### src/ptpq_pkg.sv
package ptpq_pkg;

	localparam int DEPTH      = 64;
	localparam int PRICE_BITS = 32;
	localparam int TIME_BITS  = 32;
	localparam int HANDLE_W   = 16;
	localparam int IDX_W      = $clog2(DEPTH);
	localparam int CNT_W      = $clog2(DEPTH + 1);

	// action codes
	localparam logic ACT_INSERT = 1'b0;
	localparam logic ACT_REMOVE = 1'b1;

	// status codes
	localparam logic [1:0] ST_DONE    = 2'd0;
	localparam logic [1:0] ST_FULL    = 2'd1;
	localparam logic [1:0] ST_EMPTY   = 2'd2;

	// book side codes
	localparam logic SIDE_BUY  = 1'b0;
	localparam logic SIDE_SELL = 1'b1;

	typedef struct packed {
		logic                  action;
		logic [HANDLE_W-1:0]   order_handle;
		logic [PRICE_BITS-1:0] order_price;
		logic [TIME_BITS-1:0]  order_time;
	} req_t;

	typedef struct packed {
		logic                  front_valid;
		logic [HANDLE_W-1:0]   front_handle;
		logic [PRICE_BITS-1:0] front_price;
		logic [TIME_BITS-1:0]  front_time;
		logic [CNT_W-1:0]      entry_count;
		logic [1:0]            status;
	} rsp_t;

	typedef struct packed {
		logic [HANDLE_W-1:0]   handle;
		logic [PRICE_BITS-1:0] price;
		logic [TIME_BITS-1:0]  stamp;
	} entry_t;

	localparam int ENTRY_W = $bits(entry_t);

	typedef struct packed {
		logic             en;
		logic [IDX_W-1:0] addr;
		entry_t           data;
	} mem_wr_t;

	typedef struct packed {
		logic             en;
		logic [IDX_W-1:0] addr;
	} mem_rd_t;

	// book state handed to the output side
	typedef struct packed {
		logic             done;
		logic [1:0]       status;
		logic [CNT_W-1:0] count;
		entry_t           front;
	} book_stat_t;

endpackage

### src/ptpq_ctrl.sv
module ptpq_ctrl (
	input  logic                clk,
	input  logic                arst_n,
	input  logic                start,
	input  ptpq_pkg::req_t      req,
	input  logic                book_side,
	input  ptpq_pkg::entry_t    rd_data,
	output ptpq_pkg::mem_rd_t   mem_rd,
	output ptpq_pkg::mem_wr_t   mem_wr,
	output logic                busy,
	output ptpq_pkg::book_stat_t stat
);

	import ptpq_pkg::*;

	localparam logic [1:0] S_IDLE = 2'd0;
	localparam logic [1:0] S_INS  = 2'd1;
	localparam logic [1:0] S_TAIL = 2'd2;
	localparam logic [1:0] S_REM  = 2'd3;

	logic [1:0]       state_q;
	logic [CNT_W-1:0] count_q;
	logic [IDX_W-1:0] i_q;
	logic             found_q;
	logic             done_q;
	logic [1:0]       status_q;
	entry_t           new_q;
	entry_t           carry_q;
	entry_t           front_q;

	logic             beats;
	logic             found_now;
	logic [CNT_W-1:0] i_next;
	logic             last;
	entry_t           place;

	// rank test of the new order against the entry just read
	always_comb begin
		if (new_q.price != rd_data.price) begin
			if (book_side == SIDE_SELL) begin
				beats = new_q.price < rd_data.price;
			end else begin
				beats = new_q.price > rd_data.price;
			end
		end else begin
			beats = new_q.stamp < rd_data.stamp;
		end
	end

	assign found_now = found_q | beats;
	assign i_next    = CNT_W'(i_q) + CNT_W'(1);
	assign last      = (i_next == count_q);
	assign place     = found_q ? carry_q : new_q;

	// memory port control
	always_comb begin
		mem_rd.en   = 1'b0;
		mem_rd.addr = '0;
		mem_wr.en   = 1'b0;
		mem_wr.addr = '0;
		mem_wr.data = place;
		case (state_q)
			S_IDLE: begin
				if (start) begin
					if (req.action == ACT_INSERT) begin
						mem_rd.en = (count_q != CNT_W'(DEPTH)) && (count_q != '0);
					end else begin
						mem_rd.en   = (count_q > CNT_W'(1));
						mem_rd.addr = IDX_W'(1);
					end
				end
			end
			S_INS: begin
				mem_wr.en   = found_now;
				mem_wr.addr = i_q;
				mem_rd.en   = !last;
				mem_rd.addr = i_next[IDX_W-1:0];
			end
			S_TAIL: begin
				mem_wr.en   = 1'b1;
				mem_wr.addr = count_q[IDX_W-1:0];
			end
			S_REM: begin
				mem_wr.en   = 1'b1;
				mem_wr.addr = i_q - IDX_W'(1);
				mem_wr.data = rd_data;
				mem_rd.en   = !last;
				mem_rd.addr = i_next[IDX_W-1:0];
			end
			default: begin
				mem_rd.en = 1'b0;
			end
		endcase
	end

	// sequencer
	always_ff @(posedge clk or negedge arst_n) begin
		if (!arst_n) begin
			state_q  <= S_IDLE;
			count_q  <= '0;
			i_q      <= '0;
			found_q  <= 1'b0;
			done_q   <= 1'b0;
			status_q <= ST_DONE;
		end else begin
			done_q <= 1'b0;
			case (state_q)
				S_IDLE: begin
					if (start) begin
						i_q      <= '0;
						found_q  <= 1'b0;
						status_q <= ST_DONE;
						if (req.action == ACT_INSERT) begin
							if (count_q == CNT_W'(DEPTH)) begin
								status_q <= ST_FULL;
								done_q   <= 1'b1;
							end else if (count_q == '0) begin
								state_q <= S_TAIL;
							end else begin
								state_q <= S_INS;
							end
						end else begin
							if (count_q == '0) begin
								status_q <= ST_EMPTY;
								done_q   <= 1'b1;
							end else if (count_q == CNT_W'(1)) begin
								count_q <= '0;
								done_q  <= 1'b1;
							end else begin
								i_q     <= IDX_W'(1);
								state_q <= S_REM;
							end
						end
					end
				end
				S_INS: begin
					if (found_now) begin
						found_q <= 1'b1;
					end
					if (last) begin
						state_q <= S_TAIL;
					end else begin
						i_q <= i_next[IDX_W-1:0];
					end
				end
				S_TAIL: begin
					count_q <= count_q + CNT_W'(1);
					done_q  <= 1'b1;
					state_q <= S_IDLE;
				end
				S_REM: begin
					if (last) begin
						count_q <= count_q - CNT_W'(1);
						done_q  <= 1'b1;
						state_q <= S_IDLE;
					end else begin
						i_q <= i_next[IDX_W-1:0];
					end
				end
				default: begin
					state_q <= S_IDLE;
				end
			endcase
		end
	end

	// request payload, carried entry and front copy
	always_ff @(posedge clk) begin
		if (state_q == S_IDLE && start) begin
			new_q.handle <= req.order_handle;
			new_q.price  <= req.order_price;
			new_q.stamp  <= req.order_time;
		end
		if (state_q == S_INS && found_now) begin
			carry_q <= rd_data;
		end
		if (mem_wr.en && mem_wr.addr == '0) begin
			front_q <= mem_wr.data;
		end
	end

	assign busy        = (state_q != S_IDLE);
	assign stat.done   = done_q;
	assign stat.status = status_q;
	assign stat.count  = count_q;
	assign stat.front  = front_q;

endmodule

### config.mk
export PLATFORM = sky130hd
export DESIGN_NAME = ptpq_ctrl
export DESIGN_NICKNAME = d
export VERILOG_FILES = /design/src/ptpq_pkg.sv /design/src/ptpq_ctrl.sv
export SDC_FILE = /design/constraint.sdc
export NUM_CORES = 1
export LEC_CHECK = 0
export ABC_AREA = 1
export CAP_MARGIN = 10
export CORE_MARGIN = 5
export CORE_UTILIZATION = 35
export DETAILED_ROUTE_END_ITERATION = 7
export DONT_BUFFER_PORTS = 1
export PLACE_DENSITY_LB_ADDON = 0.25
export SYNTH_ARGS = -nofsm -noshare
export SYNTH_HDL_FRONTEND = slang
export SYNTH_SLANG_ARGS = --single-unit
### constraint.sdc
create_clock -name clk -period 5.6 [get_ports clk]
set_clock_uncertainty 0.2 [all_clocks]
set_input_delay 1.4 -clock clk [delete_from_list [all_inputs] [get_ports clk]]
set_output_delay 1.4 -clock clk [all_outputs]
set_load 0.005 [all_outputs]
==> impl_results.md <==
* Buffers inserted during post-CTS setup optimization at 0
* Setup_tns at 0 ns
* Clock latency on the worst-skew pair at 0.56 ns
* Path type of the worst min-delay path: reg2reg
* Hold WS at 0.3184 ns
* Number of top-level pins at 350
* DRC violations left at 0
* Setup repair after global routing missed its margin: false
* Maximum clock insertion buffer count at 3
* Crit path max fanout at 3
* Horizontal extent of the die at 195.8 um
* Post-synthesis async set-or-reset flop share at 7.336%
* Vias in the first global route at 8025
* Maximum number of pins on one net before global-route repair at 81
* Setup slack on the worst flop-to-flop path at 2.02 ns
* CTS H-tree lvls at 1
* Number of DRC violations after detailed-routing iteration 0 at 356
* Overall fraction of global-route tracks in use at 16.98%
* Net count, final at 1348
* Drt wl/cell at 21.28 um
* Post-synth net total at 1349
* Average footprint of a synthesized cell at 10.82 um2
* Post-layout minimum cycle time at 4.803 ns
* Maximum frequency from static timing analysis at 0.2082 GHz
* Final standard cell count with taps included and fillers excluded at 1596
* Crit path launch type: input pin
* Starting utilization of the core area at 35.22%
* Worst-case vdd ir drop at 0.0008808 V
* Final setup violation count at 0
* Ratio of cells with drive above 1 in the final layout at 7.206%
* Synthesized instance count at 1116
* Height of the die at 195.8 um
* Number of antenna violations at the first check in global routing at 9
* # resized after CTS at 0
* Part of the Yosys area used for sequential elements at 63.61%
* Most used flip-flop cell after synthesis: sky130_fd_sc_hd__edfxtp_1
* CORE AREA at 34290 um2
* Avg Vias per Cell at 5.071
* Final Hold Vio Count at 0
* Wire length of the first global-routing pass at 50380 um
* Final core occ at 39.66%
* Sum of overflow across all layers after global routing at 0
* Max_cap viols at 0
* Detailed Routing Iterations Pass 1 at 5
* Max Transition Viols Final at 0
* Die area at 38320 um2
* Cell count after placement at 1537
* Result of the run: complete, no violations
* Number of buffers added by the clock tree synthesis step at 31
* Number of distinct library cells after synthesis at 47
* Global placer's final weighted congestion at 0.8507
* Count of nets left with antenna violations after detail routing at 0
* Vias post-DR at 8093
* Critical path data required time at 4.00 ns
* Count of hold buffers inserted by post-cts repair at 0
* CTS tree: done
* Clock sink total at 259
* Detailed placer's ending HPWL at 23700 um
* Static Leakage at 5.401 nW
* Number of fillers in the final layout at 3312
* Multi-input combinational cell area at 3786 um2
* Flop and latch count out of synthesis at 259
* Worst slew pin tran at 1.096 ns
* Pwr per Cell Area at 588.6 nW/um2
* Total wirelength of the detailed-routed design at 33960 um
* Critical Setup Path Class: in2out
* Period utilisation layout at 85.76%
* Storage element area at 7686 um2
* Post-CTS clock slew at the launch and capture registers of the worst setup and hold paths at 0.06 ns
* Core Rows at 68
* Element type at the critical path end: primary output
* Yosys warning total at 0
* Syn Std Cell Area at 12080 um2
* Clock tree root driver cell: sky130_fd_sc_hd__clkbuf_16
* Relative slew slack at 26.91%
* Count of flip-flops with a built-in enable after synthesis at 240
* Critical path data arrival time at 3.20 ns
* Area grow syn2layout at 12.61%
* Count of buffers inserted at the top-level ports at 0
-- synth_stat cells, types with 2 or more instances --
cell type                  instances  area [um2]
sky130_fd_sc_hd__o21ai_0          18       90.09
sky130_fd_sc_hd__nor3_1            5       25.02
sky130_fd_sc_hd__a21oi_1          30       150.1
sky130_fd_sc_hd__a211oi_1          2       15.01
sky130_fd_sc_hd__nand2_1         280        1051
sky130_fd_sc_hd__buf_6             2       22.52
sky130_fd_sc_hd__nand2_2           2       12.51
sky130_fd_sc_hd__xor2_1            4       35.03
sky130_fd_sc_hd__buf_4             2       15.01
sky130_fd_sc_hd__nor4_1            2       12.51
sky130_fd_sc_hd__o221ai_1          3       26.28
sky130_fd_sc_hd__inv_1           115       431.7
sky130_fd_sc_hd__a21o_1            2       15.01
sky130_fd_sc_hd__ha_1             68       850.8
sky130_fd_sc_hd__o21ai_2           7       61.31
sky130_fd_sc_hd__buf_2             2       10.01
sky130_fd_sc_hd__dfrtp_1          19       475.5
sky130_fd_sc_hd__edfxtp_1        240        7207
sky130_fd_sc_hd__clkbuf_1         35       131.4
sky130_fd_sc_hd__nand2_4           2       22.52
sky130_fd_sc_hd__nand3_1          31       155.2
sky130_fd_sc_hd__xnor2_1           2       17.52
sky130_fd_sc_hd__o31ai_1           4       30.03
sky130_fd_sc_hd__nand4_1           8       50.05
sky130_fd_sc_hd__a31oi_1          81       506.7
sky130_fd_sc_hd__nor2_1          129       484.2
-- registers in the layout, indices dropped and copies added, names as in the netlist --
signal    cells
carry_q      80
new_q        80
stat         80
count_q       7
i_q           6
state_q       2
status_q      2
done_q        1
found_q       1
-- layout by cell type, fill, tap and decap left out, types with 7 or more instances in the layout --
cell type / n
sky130_fd_sc_hd__a31oi_1: 81
sky130_fd_sc_hd__nand3_1: 31
sky130_fd_sc_hd__inv_1: 113
sky130_fd_sc_hd__ha_1: 68
sky130_fd_sc_hd__o21ai_2: 7
sky130_fd_sc_hd__a21oi_1: 30
sky130_fd_sc_hd__nand2_1: 279
sky130_fd_sc_hd__nand4_1: 8
sky130_fd_sc_hd__o21ai_0: 18
sky130_fd_sc_hd__nor2_1: 128
sky130_fd_sc_hd__clkbuf_16: 31
sky130_fd_sc_hd__edfxtp_1: 240
sky130_fd_sc_hd__dfrtp_1: 18
sky130_fd_sc_hd__clkinv_2: 9
-- through the flow --
stage / power (W) / worst slack [ns] / cell area (um2)
2_1_floorplan: 0.005164 / 0.3310 / 12080
3_3_place_gp: 0.006129 / 0.7281 / 12600
3_5_place_dp: 0.006144 / 0.7323 / 12600
4_1_cts: 0.008156 / 0.7300 / 13590
5_1_grt: 0.008540 / 0.6177 / 13600
6_report: 0.008005 / 0.7975 / 13600
-- worst paths after layout --
path	start	end	depth (start not counted)
setup / recovery	rd_data[47]	mem_wr[86]	11
hold / removal	status_q[0]	status_q[0]	2
setup reg to reg	state_q[0]	stat[63]	8
hold reg to reg	status_q[0]	status_q[0]	2
max in group asynchronous	arst_n	found_q	0
min in group asynchronous	arst_n	status_q[0]	0
-- report_power, final --
part           switching (W)  internal (W)  leakage [nW]
clock network       0.000823       0.00115         0.489
logic                0.00189      0.000627          2.44
registers           0.000417       0.00309          2.47
-- metal layers --
metal / routed length, um / GRT usage, % / vias up
li1: - / - / 3860
met1: 13550 / 20.86 / 3851
met2: 16130 / 27.76 / 321
met3: 3563 / 7.247 / 49
met4: 631 / 4.319 / 12
met5: 89 / 0 / -
-- worst max-delay path, cell delays in order --
cell and delay, ns:
sky130_fd_sc_hd__inv_1 0.02, sky130_fd_sc_hd__ha_1 0.28, sky130_fd_sc_hd__nand2_1 0.08, sky130_fd_sc_hd__nor2_1 0.15, sky130_fd_sc_hd__nand2_1 0.11, sky130_fd_sc_hd__nor3_1 0.37, sky130_fd_sc_hd__and2_1 0.24, sky130_fd_sc_hd__nand3_1 0.13
sky130_fd_sc_hd__nand4_1 0.18, sky130_fd_sc_hd__nand2_1 0.14, sky130_fd_sc_hd__inv_1 0.11
-- cell families after synthesis --
family | synth area share, %
AO/OA/AOI/OAI | 7.926
XOR/XNOR | 0.7046
adder cells (fa/ha/maj) | 7.045
buffers and inverters | 5.159
flip-flops | 63.61
AND/OR/NAND/NOR | 15.55
-- area by class of cell --
cell class | count | area share, %
multi-input combinational | 698 | 27.84
tap | 455 | 4.186
sequential | 259 | 56.52
clock inverter | 23 | 1.546
inverter | 116 | 3.229
antenna | 3 | 0.05520
timing repair buffer | 9 | 0.8648
clock buffer | 33 | 5.759
Power figures use the tool's default switching activity.
